===== config.mk =====
export PLATFORM = sky130hd
export DESIGN_NAME = at_response_detector
export DESIGN_NICKNAME = d
export VERILOG_FILES = /design/src/rtl/atrd_pkg.sv /design/src/rtl/atrd_matcher.sv /design/src/rtl/atrd_tick_eval.sv /design/src/rtl/at_response_detector.sv
export SDC_FILE = /design/constraint.sdc
export NUM_CORES = 1
export LEC_CHECK = 0
export BUFFER_PORTS_ARGS = -buffer_cell sky130_fd_sc_hd__buf_4
export CORE_MARGIN = 2
export CORE_UTILIZATION = 60
export DETAILED_ROUTE_END_ITERATION = 10
export GPL_ROUTABILITY_DRIVEN = 1
export PLACE_DENSITY = 0.81
export SYNTH_ARGS = -nofsm -noshare
export SYNTH_HDL_FRONTEND = slang
export SYNTH_SLANG_ARGS = --single-unit

===== constraint.sdc =====
create_clock -name clk -period 8.7 [get_ports clk]
set_input_delay 0.87 -clock clk [delete_from_list [all_inputs] [get_ports clk]]
set_output_delay 0.87 -clock clk [all_outputs]
set_load 0.005 [all_outputs]

===== src/rtl/atrd_pkg.sv =====
// ----------------------------------------------------------------------------
// atrd_pkg
// Shared types, codes and constants of the AT response detector.
// ----------------------------------------------------------------------------
package atrd_pkg;

  // Reply buffer capacity in bytes; the last slot is never filled.
  localparam int BUFFER_BYTES = 2048;
  localparam int CNT_W        = $clog2(BUFFER_BYTES);
  localparam logic [CNT_W-1:0] CNT_MAX = CNT_W'(BUFFER_BYTES - 1);

  localparam int CMD_W   = 2;
  localparam int BYTE_W  = 8;
  localparam int TIME_W  = 32;
  localparam int OUT_W   = 3;
  localparam int BCNT_W  = 11;
  localparam int EPROG_W = 3;

  // Input commands
  localparam logic [CMD_W-1:0] CMD_START = 2'd0;
  localparam logic [CMD_W-1:0] CMD_BYTE  = 2'd1;
  localparam logic [CMD_W-1:0] CMD_TICK  = 2'd2;

  // Outcome codes
  localparam logic [OUT_W-1:0] OUT_OK        = 3'd0;
  localparam logic [OUT_W-1:0] OUT_ERROR     = 3'd1;
  localparam logic [OUT_W-1:0] OUT_PROMPT    = 3'd2;
  localparam logic [OUT_W-1:0] OUT_DATA_TMO  = 3'd3;
  localparam logic [OUT_W-1:0] OUT_TOTAL_TMO = 3'd4;

  localparam logic [TIME_W-1:0] TIME_ONES = '1;

  localparam logic [BYTE_W-1:0] CH_CR     = 8'h0D;
  localparam logic [BYTE_W-1:0] CH_LF     = 8'h0A;
  localparam logic [BYTE_W-1:0] CH_O      = 8'h4F;
  localparam logic [BYTE_W-1:0] CH_K      = 8'h4B;
  localparam logic [BYTE_W-1:0] CH_E      = 8'h45;
  localparam logic [BYTE_W-1:0] CH_R      = 8'h52;
  localparam logic [BYTE_W-1:0] CH_PROMPT = 8'h3E;

  localparam logic [EPROG_W-1:0] ERR_LAST = 3'd4;

  // Sticky match state carried across bytes
  typedef struct packed {
    logic [BYTE_W-1:0]  prev_byte;
    logic               crlf_seen;
    logic               ok_seen;
    logic [EPROG_W-1:0] err_prog;
    logic               err_seen;
    logic               zero_seen;
  } match_state_t;

  // Verdict of one millisecond tick
  typedef struct packed {
    logic              hit;
    logic [OUT_W-1:0]  outcome;
    logic [TIME_W-1:0] idle_nxt;
    logic [TIME_W-1:0] elapsed_nxt;
  } tick_res_t;

  // Expected character of "ERROR" at a given match position
  function automatic logic [BYTE_W-1:0] err_char(input logic [EPROG_W-1:0] pos);
    logic [BYTE_W-1:0] ch;
    unique case (pos)
      3'd0:    ch = CH_E;
      3'd1:    ch = CH_R;
      3'd2:    ch = CH_R;
      3'd3:    ch = CH_O;
      3'd4:    ch = CH_R;
      default: ch = CH_E;
    endcase
    return ch;
  endfunction

endpackage


===== src/rtl/atrd_matcher.sv =====
// ----------------------------------------------------------------------------
// atrd_matcher
// Next sticky match state for one stored reply byte.
// ----------------------------------------------------------------------------
module atrd_matcher (
  input  logic [atrd_pkg::BYTE_W-1:0] rx_byte,
  input  atrd_pkg::match_state_t      cur,
  output atrd_pkg::match_state_t      nxt
);

  logic [atrd_pkg::EPROG_W-1:0] prog_inc;

  assign prog_inc = cur.err_prog + atrd_pkg::EPROG_W'(1);

  always_comb begin
    nxt           = cur;
    nxt.prev_byte = rx_byte;
    if (!cur.zero_seen) begin
      if (rx_byte == '0) begin
        nxt.zero_seen = 1'b1;
      end else begin
        if (cur.prev_byte == atrd_pkg::CH_CR && rx_byte == atrd_pkg::CH_LF) begin
          nxt.crlf_seen = 1'b1;
        end
        if (cur.prev_byte == atrd_pkg::CH_O && rx_byte == atrd_pkg::CH_K) begin
          nxt.ok_seen = 1'b1;
        end
        // "ERROR" has no border, so a mismatch restarts at 'E' or zero
        if (rx_byte == atrd_pkg::err_char(cur.err_prog)) begin
          if (cur.err_prog == atrd_pkg::ERR_LAST) begin
            nxt.err_seen = 1'b1;
            nxt.err_prog = '0;
          end else begin
            nxt.err_prog = prog_inc;
          end
        end else begin
          nxt.err_prog = (rx_byte == atrd_pkg::CH_E) ? atrd_pkg::EPROG_W'(1) : '0;
        end
      end
    end
  end

endmodule


===== src/rtl/atrd_tick_eval.sv =====
// ----------------------------------------------------------------------------
// atrd_tick_eval
// Ordered outcome checks and timer updates for one millisecond tick.
// ----------------------------------------------------------------------------
module atrd_tick_eval (
  input  atrd_pkg::match_state_t      mst,
  input  logic                        count_nz,
  input  logic [atrd_pkg::TIME_W-1:0] idle_ticks,
  input  logic [atrd_pkg::TIME_W-1:0] elapsed_ms,
  input  logic [atrd_pkg::TIME_W-1:0] idle_limit,
  input  logic [atrd_pkg::TIME_W-1:0] total_limit,
  output atrd_pkg::tick_res_t         res
);

  logic                        idle_en;
  logic [atrd_pkg::TIME_W-1:0] idle_inc;

  assign idle_en  = (idle_limit != '0) && (idle_limit != atrd_pkg::TIME_ONES);
  assign idle_inc = (idle_ticks == atrd_pkg::TIME_ONES) ? idle_ticks
                                                        : idle_ticks + atrd_pkg::TIME_W'(1);

  always_comb begin
    res             = '0;
    res.idle_nxt    = idle_ticks;
    res.elapsed_nxt = (elapsed_ms == atrd_pkg::TIME_ONES) ? elapsed_ms
                                                          : elapsed_ms + atrd_pkg::TIME_W'(1);
    priority if (mst.crlf_seen && mst.ok_seen) begin
      res.hit     = 1'b1;
      res.outcome = atrd_pkg::OUT_OK;
    end else if (mst.crlf_seen && mst.err_seen) begin
      res.hit     = 1'b1;
      res.outcome = atrd_pkg::OUT_ERROR;
    end else if (count_nz && mst.prev_byte == atrd_pkg::CH_PROMPT) begin
      res.hit     = 1'b1;
      res.outcome = atrd_pkg::OUT_PROMPT;
    end else begin
      if (idle_en) begin
        res.idle_nxt = idle_inc;
      end
      if (idle_en && idle_inc > idle_limit) begin
        res.hit     = 1'b1;
        res.outcome = atrd_pkg::OUT_DATA_TMO;
      end else if (total_limit < res.elapsed_nxt) begin
        res.hit     = 1'b1;
        res.outcome = atrd_pkg::OUT_TOTAL_TMO;
      end
    end
  end

endmodule


===== src/rtl/at_response_detector.sv =====
// ----------------------------------------------------------------------------
// at_response_detector
// Decides the outcome of a modem command from its reply bytes and ms ticks.
// ----------------------------------------------------------------------------
// Send a start transfer (command 0) with the data and whole-command timeouts
// to arm the detector, then one transfer per reply byte (command 1) and one
// per idle millisecond (command 2). On the first tick that finds CR-LF with
// OK, CR-LF with ERROR, a trailing '>' prompt, an expired data timeout or an
// expired command timeout (checked in that order), one result transfer
// carries the outcome and the number of bytes stored; the detector then
// ignores bytes and ticks until the next start. A data timeout of zero or
// all ones disables that check. Bytes after a zero byte still count and
// reach the '>' check but no other match; bytes past BUFFER_BYTES-1 are
// dropped. Every input transfer is processed in the cycle it is accepted
// and a result appears in the output register on the next cycle, so the
// block sustains one transfer per clock. in_ready drops only while the
// output register holds a result that the sink has not taken.
// ----------------------------------------------------------------------------
module at_response_detector (
  input  logic                          clk,
  input  logic                          rst_n,
  input  logic                          in_valid,
  output logic                          in_ready,
  input  logic [atrd_pkg::CMD_W-1:0]    in_command,
  input  logic [atrd_pkg::BYTE_W-1:0]   in_rx_byte,
  input  logic [atrd_pkg::TIME_W-1:0]   in_data_timeout,
  input  logic [atrd_pkg::TIME_W-1:0]   in_command_timeout,
  output logic                          out_valid,
  input  logic                          out_ready,
  output logic [atrd_pkg::OUT_W-1:0]    out_outcome,
  output logic [atrd_pkg::BCNT_W-1:0]   out_byte_count
);

  // Command state
  logic                          active_r,     active_nxt;
  logic [atrd_pkg::CNT_W-1:0]    cnt_r,        cnt_nxt;
  atrd_pkg::match_state_t        mst_r,        mst_nxt;
  logic [atrd_pkg::TIME_W-1:0]   idle_r,       idle_nxt;
  logic [atrd_pkg::TIME_W-1:0]   elapsed_r,    elapsed_nxt;
  logic [atrd_pkg::TIME_W-1:0]   idle_lim_r,   idle_lim_nxt;
  logic [atrd_pkg::TIME_W-1:0]   total_lim_r,  total_lim_nxt;

  // Result register
  logic                          out_valid_r,  out_valid_nxt;
  logic [atrd_pkg::OUT_W-1:0]    outcome_r,    outcome_nxt;
  logic [atrd_pkg::BCNT_W-1:0]   bcnt_r,       bcnt_nxt;

  logic                          in_fire;
  logic                          out_fire;
  logic                          res_load;
  atrd_pkg::match_state_t        mst_byte;
  atrd_pkg::tick_res_t           tick_res;

  assign in_ready = !out_valid_r || out_ready;
  assign in_fire  = in_valid && in_ready;
  assign out_fire = out_valid_r && out_ready;

  atrd_matcher u_matcher (
    .rx_byte (in_rx_byte),
    .cur     (mst_r),
    .nxt     (mst_byte)
  );

  atrd_tick_eval u_tick_eval (
    .mst         (mst_r),
    .count_nz    (cnt_r != '0),
    .idle_ticks  (idle_r),
    .elapsed_ms  (elapsed_r),
    .idle_limit  (idle_lim_r),
    .total_limit (total_lim_r),
    .res         (tick_res)
  );

  // A result is produced only by an accepted tick while a command runs
  assign res_load = in_fire && active_r && (in_command == atrd_pkg::CMD_TICK) && tick_res.hit;

  always_comb begin
    active_nxt    = active_r;
    cnt_nxt       = cnt_r;
    mst_nxt       = mst_r;
    idle_nxt      = idle_r;
    elapsed_nxt   = elapsed_r;
    idle_lim_nxt  = idle_lim_r;
    total_lim_nxt = total_lim_r;
    if (in_fire) begin
      if (in_command == atrd_pkg::CMD_START) begin
        // Clear match state and load both timeouts
        active_nxt    = 1'b1;
        cnt_nxt       = '0;
        mst_nxt       = '0;
        idle_nxt      = '0;
        elapsed_nxt   = '0;
        idle_lim_nxt  = in_data_timeout;
        total_lim_nxt = in_command_timeout;
      end else if (active_r && in_command == atrd_pkg::CMD_BYTE) begin
        // Drop bytes once the buffer is full
        if (cnt_r < atrd_pkg::CNT_MAX) begin
          cnt_nxt  = cnt_r + atrd_pkg::CNT_W'(1);
          idle_nxt = '0;
          mst_nxt  = mst_byte;
        end
      end else if (active_r && in_command == atrd_pkg::CMD_TICK) begin
        idle_nxt    = tick_res.idle_nxt;
        elapsed_nxt = tick_res.elapsed_nxt;
        if (tick_res.hit) begin
          active_nxt = 1'b0;
        end
      end
    end
  end

  always_comb begin
    out_valid_nxt = out_valid_r;
    outcome_nxt   = outcome_r;
    bcnt_nxt      = bcnt_r;
    if (out_fire) begin
      out_valid_nxt = 1'b0;
    end
    if (res_load) begin
      out_valid_nxt = 1'b1;
      outcome_nxt   = tick_res.outcome;
      bcnt_nxt      = atrd_pkg::BCNT_W'(cnt_r);
    end
  end

  always_ff @(posedge clk) begin
    if (!rst_n) begin
      active_r    <= 1'b0;
      cnt_r       <= '0;
      mst_r       <= '0;
      idle_r      <= '0;
      elapsed_r   <= '0;
      idle_lim_r  <= '0;
      total_lim_r <= '0;
      out_valid_r <= 1'b0;
    end else begin
      active_r    <= active_nxt;
      cnt_r       <= cnt_nxt;
      mst_r       <= mst_nxt;
      idle_r      <= idle_nxt;
      elapsed_r   <= elapsed_nxt;
      idle_lim_r  <= idle_lim_nxt;
      total_lim_r <= total_lim_nxt;
      out_valid_r <= out_valid_nxt;
    end
  end

  // Hold the result payload until it is replaced
  always_ff @(posedge clk) begin
    outcome_r <= outcome_nxt;
    bcnt_r    <= bcnt_nxt;
  end

  assign out_valid      = out_valid_r;
  assign out_outcome    = outcome_r;
  assign out_byte_count = bcnt_r;

`ifndef SYNTH
  a_start_clears: assert property (@(posedge clk) disable iff (!rst_n)
    (in_fire && in_command == atrd_pkg::CMD_START) |=> (active_r && cnt_r == '0 && idle_r == '0))
    else $error("start transfer did not arm and clear the detector");

  a_result_ends: assert property (@(posedge clk) disable iff (!rst_n)
    res_load |=> (!active_r && out_valid_r))
    else $error("result did not end the command");

  a_cnt_bound: assert property (@(posedge clk) disable iff (!rst_n)
    cnt_r <= atrd_pkg::CNT_MAX)
    else $error("stored byte count past buffer capacity");

  a_err_prog: assert property (@(posedge clk) disable iff (!rst_n)
    mst_r.err_prog <= atrd_pkg::ERR_LAST)
    else $error("ERROR match position out of range");

  a_no_overwrite: assert property (@(posedge clk) disable iff (!rst_n)
    (out_valid_r && !out_ready) |-> !res_load)
    else $error("result register overwritten before transfer");
`endif

endmodule

Word-level counts from Yosys, hierarchy flattened. Index checks and enable logic that the tools add are counted. Widths: inputs -> output; s select.

Shift operators: 0. Reduce and logical (&&, ||, !) cells: 43. Bitwise operators: 0. $mul: 0. Div/mod/pow operators: 0. Add/sub/neg operators: 4. Muxes and demuxes: 43. Eq/ne operators: 23. Magnitude comparators: 3.

Operator list (number): $mux 32 (13); $add 32x1->32 const B (2); $eq 32x32->1 const B (2); $mux 15 (3); $mux 11 (3); $gt 32x32->1 (1); $lt 32x32->1 (1); $ne 32x32->1 const B (1); $reduce_bool 32->1 (1); $eq 8x7->1 const B (3); $mux 4 (5); $reduce_bool 2->1 (9); $eq 8x4->1 const B (2); $mux 8 (2); $logic_and 1x1->1 (14); $reduce_and 7->1 (2); $mux 1 (12); $reduce_and 6->1 (2); $add 11x1->11 const B (1); $lt 11x11->1 const B (1); $reduce_bool 11->1 (1); $pmux 5 s2 (1); $ne 3x3->1 const B (3); $eq 8x6->1 const B (1); 25 further kinds (30).

Word-level logic and storage cells: 133. Output and inout bits: 16. Memory bits (writable): 0. Input port bits: 78. Bits in registers: 170. Memories kept: 0. Bits in read-only memories: 0. Bits in latches: 0.

Longest topological paths before layout. Gate-level depths: netlist of run 1.

Word-level depth: 12. Depth in mapped cells: 17. Gate-level depth less buffers: 15.

Hierarchy. Synthesis of run 1 repeated with hierarchy kept, for this count alone.

Cells, all modules: 1272. Area total of the unflattened synthesis: 10528.8 um2.

Modules (own cells, without submodules): at_response_detector (area each 6286.0 um2, instances 1, cells each 669, sequential area each 3543.4 um2); atrd_tick_eval (area each 3833.7 um2, instances 1, cells each 547, sequential area each 0.0 um2); atrd_matcher (area each 409.1 um2, instances 1, cells each 56, sequential area each 0.0 um2).

Worst setup path after synthesis of run 1. Ideal clock, no wire load.

Kind: flip-flop to flip-flop. From: register elapsed_r[0] (netlist name). To: register bcnt_r (netlist bit out_byte_count[0]) (enable). Library setup time: 384 ps. Stages on the path, launching flop included: 16. Clock period less this slack: 4327 ps. Arrival: 3943 ps. Required time: 8316 ps. Path slack: 4373 ps. Buffers on the path: 0. Path through: dfxtp_1 > ha_1 > nand2_1 > or3_1 > nor4_4 > nor3_1 > nand3_1 > xor2_1 > ha_1 > and3_1 > a221oi_1 > nor3_1 > o31ai_1 > o211ai_1 > o211a_1 > nor2_1.

Longest elaborated chain between the ends: 9. Elaborated cells on any way between the ends: 10. Those cells by class: add/sub (1); order compare (1); eq/ne (1); mux (6); reduce/logical (1).

RTL lines: start: declaration (RTL line at_response_detector.sv:39) `logic [atrd_pkg::TIME_W-1:0] elapsed_r, elapsed_nxt;`; start signal: assignment (RTL line at_response_detector.sv:141) `elapsed_r <= elapsed_nxt;`; $add 32x1->32 or $eq 32x32->1 (tied branches) (RTL line atrd_tick_eval.sv:26, atrd_tick_eval.sv:25); $mux 32 (*) (RTL line atrd_tick_eval.sv:25) `res.elapsed_nxt = (elapsed_ms == atrd_pkg::TIME_ONES) ? elapsed_ms`; $lt 32x32->1 (*) (RTL line atrd_tick_eval.sv:43) `end else if (total_limit < res.elapsed_nxt) begin`; $mux 4 (*) (RTL line atrd_tick_eval.sv:43); $mux 4 (*) (RTL line atrd_tick_eval.sv:40) `if (idle_en && idle_inc > idle_limit) begin`; $mux 4 (*) (RTL line atrd_tick_eval.sv:33) `end else if (count_nz && mst.prev_byte == atrd_pkg::CH_PROMPT) begin`; $mux 4 (*) (RTL line atrd_tick_eval.sv:30) `end else if (mst.crlf_seen && mst.err_seen) begin`; $mux 4 (*) (RTL line atrd_tick_eval.sv:27) `priority if (mst.crlf_seen && mst.ok_seen) begin`; $logic_and 1x1->1 (*) (RTL line at_response_detector.sv:75) `assign res_load = in_fire && active_r && (in_command == atrd_pkg::CMD_TICK) && tick_res.hit;`; end signal: assignment (RTL line at_response_detector.sv:151) `bcnt_r <= bcnt_nxt;`; end: declaration (RTL line at_response_detector.sv:46) `logic [atrd_pkg::BCNT_W-1:0] bcnt_r, bcnt_nxt;`.

Mark *: on every way between the ends. The rest lies on a longest branch, timed or not. A chain may end at the register's enable or synchronous reset.

Worst setup path in the final report of run 1.
From: register elapsed_r[0] (netlist name). To: register bcnt_r (netlist bit out_byte_count[10]) (enable).

Same word-level chain as after synthesis.

==> run_results.csv, run 1 <==
group,metric,value,unit
cells_and_area,final_cell_mix,"sky130_fd_sc_hd__nand2_1, sky130_fd_sc_hd__dfxtp_1, sky130_fd_sc_hd__a21oi_1",
route,post-route-drc-count,0,
timing,timing.fmax,185.0,MHz
timing,setup_viol,0,
run,cap_violations,0,
hold_path,min-delay-start,"total_lim_r[8]",
cells_and_area,mostFrequentLayoutCell,"sky130_fd_sc_hd__nand2_1",
cells_and_area,final-seq-area,0.003543,mm2
cells_and_area,num-nets-final,1430,
critical_path,r2r.worst_path.cells,15,
place,replace_congestion,0.9127,
pwr,irDropWorstVdd,142.4,uV
cells_and_area,final_core_utilization,70.32,%
yosys,count_of_flip_flops_with_a_built_in_enable_after_synthesis,14,
clocking,clock-sinks,170,
place,io_buffers,93,
floorplan,die_width,131.6,um
route,avgRoutedWirePerCell,16.10,um
critical_path,cp.required,8740,ps
floorplan,row_count,46,
global_route,grt_residual_overflow,0,
yosys,netlist-cell-type-count,70,
hold_path,min_delay_path_depth,2,
cells_and_area,share_of_final_layout_standard_cells_stronger_than_drive_strength_1,11.52,%
pwr,power_density,155.1,mW/mm2
clocking,tritoncts,"done",
critical_path,critical_path.reg2reg.startpoint,"elapsed_r[0]",
global_route,gr-usage-met1,34.85,%
floorplan,vertical_die_dimension,131.6,um
timing,setup_total_negative_slack,0,ps
global_route,number_of_antenna_violations_at_the_first_check_in_global_routing,0,
critical_path,critPathMaxFanout,14,
clocking,cts.repair_timing.setup_buffer_count,0,
floorplan,floorplan.die_area,0.01733,mm2
yosys,synth_async_sr_flop_share,0,%
critical_path,setup.reg_to_reg.worst_slack,3290,ps
run_status,status,"completed",
route,vias,8929,
yosys,syn_avg_cell_area,8.033,um2
cells_and_area,area_growth,14.27,%
timing,report.final.hold_viol_count,0,
yosys,syn-num-nets,1367,
clocking,source_to_sink_clock_delay_at_the_later_pin_of_the_worst_skew_pair,440,ps
timing,worst_rel_slew_slack,12.19,%
cells_and_area,antenna_cells,0,
hold_path,hold_end,"total_lim_r[8]",
route,remaining_number_of_nets_flagged_by_the_antenna_check_after_routing,0,
route,total_wirelength,24290,um
clocking,clock_path_buffers,2,
critical_path,timing.critical_path.from_type,"flop",
place,post-dp-hpwl,17020,um
clocking,clock-root-buffer,"sky130_fd_sc_hd__clkbuf_16",
clocking,cts-buffers-inserted,17,
yosys,synth_area_leaders,"sky130_fd_sc_hd__dfxtp_1, sky130_fd_sc_hd__ha_1, sky130_fd_sc_hd__nand2_1",
cells_and_area,fillerInstances,1314,
cells_and_area,multiInputGateArea,0.005814,mm2
clocking,cts_max_level,4,
timing,final.setup.worst_slack,3294,ps
clocking,clk_transition_reported_paths,60,ps
yosys,netlist_area,0.009776,mm2
yosys,syn_inst,1217,
timing,final.min_clock_period,5406,ps
yosys,synth_seq_area_share,36.25,%
route,viasPerCell,5.917,
critical_path,worst_setup_path_end_kind,"flop",
timing,maxSlewViolCount,0,
pwr,p_leak,4.252,nW
global_route,grt_pass1_vias,8631,
floorplan,core,0.01589,mm2
floorplan,initial_utilization,61.54,%
critical_path,arrival,5450,ps
hold_path,min_path_type,"reg2reg",
place,place_ws,3460,ps
global_route,grt_util_met2,48.52,%
global_route,grt_max_degree,74,
yosys,synth_largest_area_cell,"sky130_fd_sc_hd__dfxtp_1",
critical_path,path_class,"reg2reg",
global_route,layer_with_the_highest_usage_after_global_routing,"met2",
timing,unrepaired_setup_endpoints_after_global_routing,"no",
timing,finClkSkew,9.692,ps
yosys,synth.top_cell.area_share,31.95,%
global_route,first_pass_grt_wire_length,40570,um
global_route,grt_util_all_layers,28.26,%
timing,timing_worst_slew_pin_value,1312,ps
global_route,gr-usage-met3,5.980,%
timing,worst_hold_slack,460.2,ps
yosys,synth-seq-cells,170,
critical_path,reg2reg_to,"out_byte_count[10]",
floorplan,top_level_ports,94,
clocking,cts_resized,0,
yosys,synth_top_flop_cell,"sky130_fd_sc_hd__dfxtp_1",
route,dr.first_iter.drc_count,728,
clocking,post_cts_hold_buffer_count,0,
route,drt-pass1-iter-count,5,
timing,layout_worst_path_cycle_share,62.14,%
yosys,yosysWarningCount,0,
==> worst max-delay path, stage by stage, from the launching register on <==
cell and delay [ps]:
sky130_fd_sc_hd__dfxtp_1 410, sky130_fd_sc_hd__ha_1 240, sky130_fd_sc_hd__nand2_1 150, sky130_fd_sc_hd__or3_1 440, sky130_fd_sc_hd__nor4_4 460, sky130_fd_sc_hd__nor3_1 230, sky130_fd_sc_hd__nand3_1 160, sky130_fd_sc_hd__xor2_1 200
sky130_fd_sc_hd__ha_1 270, sky130_fd_sc_hd__and3_1 160, sky130_fd_sc_hd__a221oi_1 310, sky130_fd_sc_hd__nor3_1 90, sky130_fd_sc_hd__o31ai_1 380, sky130_fd_sc_hd__o211ai_1 220, sky130_fd_sc_hd__o211a_1 290, sky130_fd_sc_hd__nor2_1 980
==> power by group <==
group          leakage, nW  internal, mW  switching (mW)
registers             1.38         0.801          0.0102
clock network        0.288         0.455           0.322
logic                 2.59        0.0621          0.0820
==> routing by layer <==
metal  wire length, um  vias up
li1                  -     4480
met1             10500     4159
met2             11820      240
met3              1281       50
met4               684        0
met5                 0        -
==> cell usage after synthesis (all sizes together) (15+ instances only) <==
cell / instances
xor2: 32
nand2: 213
ha: 72
nand3: 44
inv: 52
dfxtp: 156
nor4: 26
clkbuf: 42
nand4: 39
nor3: 34
or3: 15
nor2: 76
and2: 15
a21oi: 137
xnor2: 36
o21ai: 49
==> per-stage QoR <==
stage                     instances  area (um2)  power [mW]
final                          1509       11170       1.732
after CTS                      1509       11170       1.737
after detailed placement       1477       10570      0.9699
after global routing           1509       11170       1.785
after global placement         1477       10570      0.9669
after floorplan                1217        9776      0.9103
==> cell type report <==
cell class / instances / share of cell area [%]
multi-input cells: 939 / 52.05
flip-flops and latches: 170 / 31.72
repair buffers: 99 / 6.653
clock buffers: 22 / 4.346
well taps: 216 / 2.419
inverters: 53 / 1.792
clock inverters: 10 / 1.019
==> kinds of logic after synthesis <==
group	Yosys count	synth area share, %
simple gates	514	26.05
compound gates	281	17.50
flops	170	36.25
buf+inv	108	4.454
fa+ha+maj	72	9.215
xor+xnor	68	6.092
mux	4	0.4480
==> worst max path at each step <==
stage,start,endpoint,slack [ps],depth (start not counted)
3_3_place_gp,elapsed_r[0],out_byte_count[10],3580,15
3_5_place_dp,elapsed_r[0],out_byte_count[10],3460,15
4_1_cts,elapsed_r[0],out_byte_count[9],3400,15
2_1_floorplan,elapsed_r[0],out_byte_count[0],4370,15
6_report,elapsed_r[0],out_byte_count[10],3290,15
5_1_grt,elapsed_r[0],out_byte_count[9],2940,15
==> registers in the layout (all words and copies together), names as in the netlist <==
name / flops
mst_r: 15
cnt_r: 11
out_byte_count: 11
out_outcome: 3
out_valid: 1
total_lim_r: 32
idle_lim_r: 32
active_r: 1
elapsed_r: 32
idle_r: 32
Note: power is estimated with default switching activity, not from simulation.
==> inputs of run 2 (changes only) <==
- clock period: 8.7 -> 5.2 ns (I/O delays scaled with it)
==> run 2 against run 1 <==
Core utilization grew 0.22 points. Sequential power grew 68%. Die area stayed put. First-iteration DRC count down 9.2%. Critical path type unchanged. Routed wire length is 1.3% higher. Flip-flop and latch count unchanged. Largest power group unchanged. Critical path depth did not move.
==> run_results.csv, run 2 (same netlist as run 1, synthesis figures left out) <==
group,metric,value,unit
timing,timing.fmax,206.1,MHz
cells_and_area,share_of_final_layout_standard_cells_stronger_than_drive_strength_1,12.10,%
pwr,power.switching,0.7102,mW
pwr,p_leak,4.272,nW
critical_path,worst_stage_delay_on_the_critical_path,640,ps
clocking,tritoncts,"done",
route,viasPerCell,5.995,
global_route,first_pass_grt_wire_length,41340,um
timing,final.min_clock_period,4852,ps
run_status,status,"completed",
floorplan,vertical_die_dimension,131.6,um
timing,worst_rel_slew_slack,26.01,%
timing,setup_total_negative_slack,0,ps
clocking,clock-sinks,170,
critical_path,crit_buf_inv,0,
floorplan,initial_utilization,61.54,%
clocking,clock_path_buffers,2,
critical_path,setup.reg_to_reg.worst_slack,350,ps
critical_path,timing.critical_path.from_type,"flop",
place,placement.cell_area,0.01061,mm2
pwr,power_frac_seq,46.9,%
pwr,power.clock.fraction,44.6,%
timing,report.final.hold_viol_count,0,
clocking,clock-root-buffer,"sky130_fd_sc_hd__clkbuf_16",
global_route,number_of_antenna_violations_at_the_first_check_in_global_routing,0,
run,cap_violations,0,
route,dr.first_iter.drc_count,661,
timing,layout_worst_path_cycle_share,93.31,%
place,place_ws,168.2,ps
global_route,grt_util_all_layers,28.87,%
route,avgRoutedWirePerCell,16.25,um
route,post-route-drc-count,0,
timing,timing_worst_slew_pin_value,1106,ps
pwr,comb_power_share,8.5,%
floorplan,die_width,131.6,um
critical_path,crit_path_cell_trace,"ha_1 -> nand2_1 -> or3_1 -> nor4_4 -> nor3_1 -> nand3_1 -> xor2_1 -> ha_1 -> and3_1 -> a221oi_1 -> nor3_1 -> o31ai_1 -> o211ai_1 -> o211a_1 -> nor2_2",
floorplan,core,0.01589,mm2
critical_path,worst_setup_path_end_kind,"flop",
place,replace_congestion,0.9093,
critical_path,path_class,"reg2reg",
floorplan,row_count,46,
cells_and_area,design_area,0.01121,mm2
clocking,source_to_sink_clock_delay_at_the_later_pin_of_the_worst_skew_pair,440,ps
timing,maxSlewViolCount,0,
timing,finClkSkew,13.20,ps
cells_and_area,num-nets-final,1435,
clocking,clk_transition_reported_paths,70,ps
floorplan,top_level_ports,94,
critical_path,arrival,4910,ps
cells_and_area,mostFrequentLayoutCell,"sky130_fd_sc_hd__nand2_1",
timing,final.setup.worst_slack,347.6,ps
route,vias,9077,
route,drt-pass1-iter-count,5,
clocking,post_cts_hold_buffer_count,0,
pwr,swShare,24.56,%
timing,unrepaired_setup_endpoints_after_global_routing,"no",
route,remaining_number_of_nets_flagged_by_the_antenna_check_after_routing,0,
place,post-dp-hpwl,17480,um
global_route,grt_max_degree,66,
hold_path,min_path_type,"in2reg",
cells_and_area,area_growth,14.63,%
global_route,grt_pass1_vias,8609,
clocking,cts.repair_timing.setup_buffer_count,0,
clocking,cts_max_level,4,
pwr,irDropWorstVdd,236.0,uV
place,io_buffers,93,
timing,setup_viol,0,
critical_path,cp.required,5260,ps
floorplan,floorplan.die_area,0.01733,mm2
clocking,cts_resized,0,
critical_path,critPathTopFamily,"simple AND/OR/NAND/NOR gates",
critical_path,timing.critical_path.slowest_stage_cell,"sky130_fd_sc_hd__nor2_2",
clocking,cts-buffers-inserted,17,
cells_and_area,final_cell_mix,"sky130_fd_sc_hd__nand2_1, sky130_fd_sc_hd__dfxtp_1, sky130_fd_sc_hd__a21oi_1",
pwr,power_density,258.0,mW/mm2
cells_and_area,antenna_cells,0,
critical_path,critPathMaxFanout,14,
pwr,cellInternalPower,2.181,mW
global_route,grt_residual_overflow,0,
route,total_wirelength,24610,um
run 2: per-stage QoR:
step	total power [mW]	std cells	hold slack, ps	util (%)
after floorplan	1.523	1217	431.9	-
after global routing	2.979	1514	330.3	70.54
after detailed placement	1.627	1482	449.6	66.78
final	2.891	1514	322.8	70.54
after CTS	2.896	1514	314.6	70.53
after global placement	1.620	1482	438.9	66.78
run 2: tightest hold or removal path, stage by stage:
cell,delay (ps)
sky130_fd_sc_hd__buf_4,110
sky130_fd_sc_hd__nand2_1,50
sky130_fd_sc_hd__a21oi_1,50
run 2: cell type report:
cell class	count	area [um2]
clock buffer	19	452.9
clock inverter	13	141.4
sequential	170	3543
fill	1336	4679
inverter	53	200.2
multi-input combinational	939	5817
tap	216	270.3
timing repair buffer	104	780.7
run 2: path summary, 6_finish.rpt:
kind,from,to,cells after the start
min reg2reg,total_lim_r[16],total_lim_r[16],2
max,elapsed_r[0],out_byte_count[10],15
max reg2reg,elapsed_r[0],out_byte_count[10],15
min,in_command_timeout[26],total_lim_r[26],3
run 2: layer usage:
layer	vias to the layer above	part of all wire (%)	track usage [%]
met5	-	0	0
met4	0	2.6	10.08
met3	58	5.3	5.170
met2	277	49	50.29
met1	4259	43	35.85
li1	4483	-	-
run 2: power groups by stage:
stage | Clock [mW] | Sequential, mW | Combinational (mW)
floorplan | 0 | 1.38 | 0.142
global placement | 0 | 1.39 | 0.235
CTS | 1.30 | 1.36 | 0.243
detailed placement | 0 | 1.39 | 0.241
finish | 1.29 | 1.36 | 0.245
global route | 1.35 | 1.36 | 0.272
==> inputs of run 3 (changes only) <==
--- a/config.mk
+++ b/config.mk
@@ -7,5 +7,4 @@
 export LEC_CHECK = 0
 export BUFFER_PORTS_ARGS = -buffer_cell sky130_fd_sc_hd__buf_4
-export CORE_MARGIN = 2
 export CORE_UTILIZATION = 60
 export DETAILED_ROUTE_END_ITERATION = 10
==> constraint.sdc (replaced) <==
create_clock -name clk -period 5.2 [get_ports clk]
set_input_delay 0.78 -clock clk [delete_from_list [all_inputs] [get_ports clk]]
set_output_delay 0.78 -clock clk [all_outputs]
set_load 0.005 [all_outputs]
==> run 3 against run 2 <==
Routed wire length is 1.7% lower. Total power fell by 2.4%. Via count up 0.25%. Maximum frequency decreased by 0.46%. Combinational power about the same. Sequential share of layout area rose by 0.081 points. Worst setup slack lost 22 ps. Critical path depth is the same. First-iteration DRC count fell by 13%. Cell area down 0.26%. Critical path type unchanged. Largest cell class unchanged. Largest power group unchanged. Highest routed layer unchanged.
==> run_results.csv, run 3 (same netlist as run 1, synthesis figures left out) <==
group,metric,value,unit
run_status,status,"completed",
place,dp.cells,1482,
critical_path,crit_path_start,"elapsed_r[0]",
timing,unrepaired_setup_endpoints_after_global_routing,"no",
floorplan,top_level_ports,94,
cells_and_area,final_core_utilization,70.36,%
timing,maxSlewViolCount,0,
timing,setup_total_negative_slack,0,ps
floorplan,vertical_die_dimension,129.6,um
critical_path,timing.critical_path.from_type,"flop",
pwr,power_frac_seq,48.1,%
clocking,clock_path_buffers,2,
timing,timing_worst_slew_pin_value,1080,ps
critical_path,crit_path_cell_trace,"ha_1 -> nand2_1 -> or3_1 -> nor4_4 -> nor3_1 -> nand3_1 -> xor2_1 -> ha_1 -> and3_1 -> a221oi_1 -> nor3_1 -> o31ai_1 -> o211ai_1 -> o211a_1 -> nor2_2",
clocking,clk_transition_reported_paths,70,ps
pwr,irDropWorstVdd,333.8,uV
place,replace_congestion,0.9292,
critical_path,timing.critical_path.slowest_stage_cell,"sky130_fd_sc_hd__nor2_2",
pwr,power.clock.fraction,43.3,%
place,place_ws,43.54,ps
route,vias,9100,
timing,final.min_clock_period,4875,ps
cells_and_area,design_area,0.01118,mm2
critical_path,critical_path.reg2reg.startpoint,"elapsed_r[0]",
critical_path,cp.required,5260,ps
global_route,grt_util_met2,50.24,%
floorplan,initial_utilization,61.54,%
clocking,cts_max_level,4,
critical_path,critPathTopFamily,"simple AND/OR/NAND/NOR gates",
timing,report.final.hold_viol_count,0,
pwr,cellInternalPower,2.139,mW
route,post-route-drc-count,0,
clocking,clock-root-buffer,"sky130_fd_sc_hd__clkbuf_16",
pwr,power.switching,0.6846,mW
clocking,source_to_sink_clock_delay_at_the_later_pin_of_the_worst_skew_pair,430,ps
route,drt-pass1-iter-count,5,
run,cap_violations,0,
critical_path,critical_path_cell_count,15,
pwr,power.total,2.823,mW
route,remaining_number_of_nets_flagged_by_the_antenna_check_after_routing,0,
route,avgRoutedWirePerCell,15.98,um
critical_path,worst_setup_path_end_kind,"flop",
hold_path,min_delay_path_depth,2,
timing,finClkSkew,6.936,ps
pwr,swShare,24.25,%
critical_path,critPathMaxFanout,14,
global_route,number_of_antenna_violations_at_the_first_check_in_global_routing,0,
timing,final.setup.worst_slack,325.3,ps
cells_and_area,mostFrequentLayoutCell,"sky130_fd_sc_hd__nand2_1",
cells_and_area,stdcell_count,1514,
global_route,grt_max_degree,69,
hold_path,min-delay-start,"total_lim_r[20]",
route,viasPerCell,6.011,
critical_path,crit_buf_inv,0,
place,placement.cell_area,0.01061,mm2
critical_path,worst_stage_delay_on_the_critical_path,600,ps
pwr,p_leak,4.275,nW
critical_path,r2r.worst_path.cells,15,
floorplan,floorplan.die_area,0.01681,mm2
clocking,tritoncts,"done",
route,total_wirelength,24190,um
critical_path,arrival,4940,ps
place,io_buffers,93,
timing,worst_hold_slack,462.0,ps
pwr,power_density,252.6,mW/mm2
timing,setup_viol,0,
global_route,layer_with_the_highest_usage_after_global_routing,"met2",
floorplan,die_width,129.6,um
cells_and_area,area_growth,14.34,%
clocking,cts_resized,0,
floorplan,row_count,46,
floorplan,core,0.01589,mm2
global_route,grt_residual_overflow,0,
pwr,comb_power_share,8.6,%
hold_path,min_path_type,"reg2reg",
timing,worst_rel_slew_slack,27.36,%
critical_path,path_class,"reg2reg",
route,dr.first_iter.drc_count,578,
global_route,grt_pass1_vias,8219,
clocking,cts.repair_timing.setup_buffer_count,0,
cells_and_area,share_of_final_layout_standard_cells_stronger_than_drive_strength_1,12.10,%
timing,timing.fmax,205.1,MHz
clocking,cts-buffers-inserted,17,
global_route,gr-usage-met3,5.367,%
timing,layout_worst_path_cycle_share,93.74,%
cells_and_area,num-nets-final,1435,
global_route,gr-usage-met1,36.50,%
clocking,post_cts_hold_buffer_count,0,
global_route,first_pass_grt_wire_length,39010,um
cells_and_area,antenna_cells,0,
cells_and_area,final_cell_mix,"sky130_fd_sc_hd__nand2_1, sky130_fd_sc_hd__dfxtp_1, sky130_fd_sc_hd__a21oi_1",
place,post-dp-hpwl,17180,um
cells_and_area,fillerInstances,1343,
global_route,grt_util_all_layers,29.56,%
clocking,clock-sinks,170,
## run 3: cell types whose count changed in the layout (fill, tap and decap cells not counted), sizes merged
cell      change
inv           -3
clkinvlp      -3
bufinv        -1
clkinv        +6
clkbuf        +1
## run 3: cell type report
cell class                 count  area (um2)  area share (%)
clock buffer                  20       466.7           4.176
tap                          216       270.3           2.418
timing repair buffer         104       780.7           6.985
clock inverter                12       98.84          0.8844
inverter                      53       200.2           1.791
multi-input combinational    939        5817           52.04
sequential                   170        3543           31.70
## run 3: worst reg2reg max path, stage by stage (launching register included)
cell and delay [ps]:
sky130_fd_sc_hd__dfxtp_1 410, sky130_fd_sc_hd__ha_1 240, sky130_fd_sc_hd__nand2_1 140, sky130_fd_sc_hd__or3_1 430, sky130_fd_sc_hd__nor4_4 480, sky130_fd_sc_hd__nor3_1 180, sky130_fd_sc_hd__nand3_1 140, sky130_fd_sc_hd__xor2_1 190
sky130_fd_sc_hd__ha_1 270, sky130_fd_sc_hd__and3_1 180, sky130_fd_sc_hd__a221oi_1 280, sky130_fd_sc_hd__nor3_1 80, sky130_fd_sc_hd__o31ai_1 310, sky130_fd_sc_hd__o211ai_1 240, sky130_fd_sc_hd__o211a_1 310, sky130_fd_sc_hd__nor2_2 610
## run 3: per-layer routing
| layer | wire (um) | up-vias | part of all wire, % |
|---|---|---|---|
| met5 | 0 | - | 0 |
| met4 | 765 | 0 | 3.2 |
| met3 | 1232 | 57 | 5.1 |
| met2 | 11760 | 273 | 49 |
| met1 | 10440 | 4272 | 43 |
| li1 | - | 4498 | - |
## run 3: path summary, 6_finish.rpt
path / slack [ps] / end
setup reg to reg: 330 / out_byte_count[10]
hold / removal: 460 / total_lim_r[20]
setup / recovery: 330 / out_byte_count[10]
hold reg to reg: 460 / total_lim_r[20]
## run 3: power groups by stage
stage	combinational (mW)	clock [mW]	sequential (mW)
6_report	0.243	1.22	1.36
5_1_grt	0.268	1.28	1.36
4_1_cts	0.242	1.23	1.36
3_5_place_dp	0.240	0	1.39
3_3_place_gp	0.234	0	1.39
2_1_floorplan	0.142	0	1.38
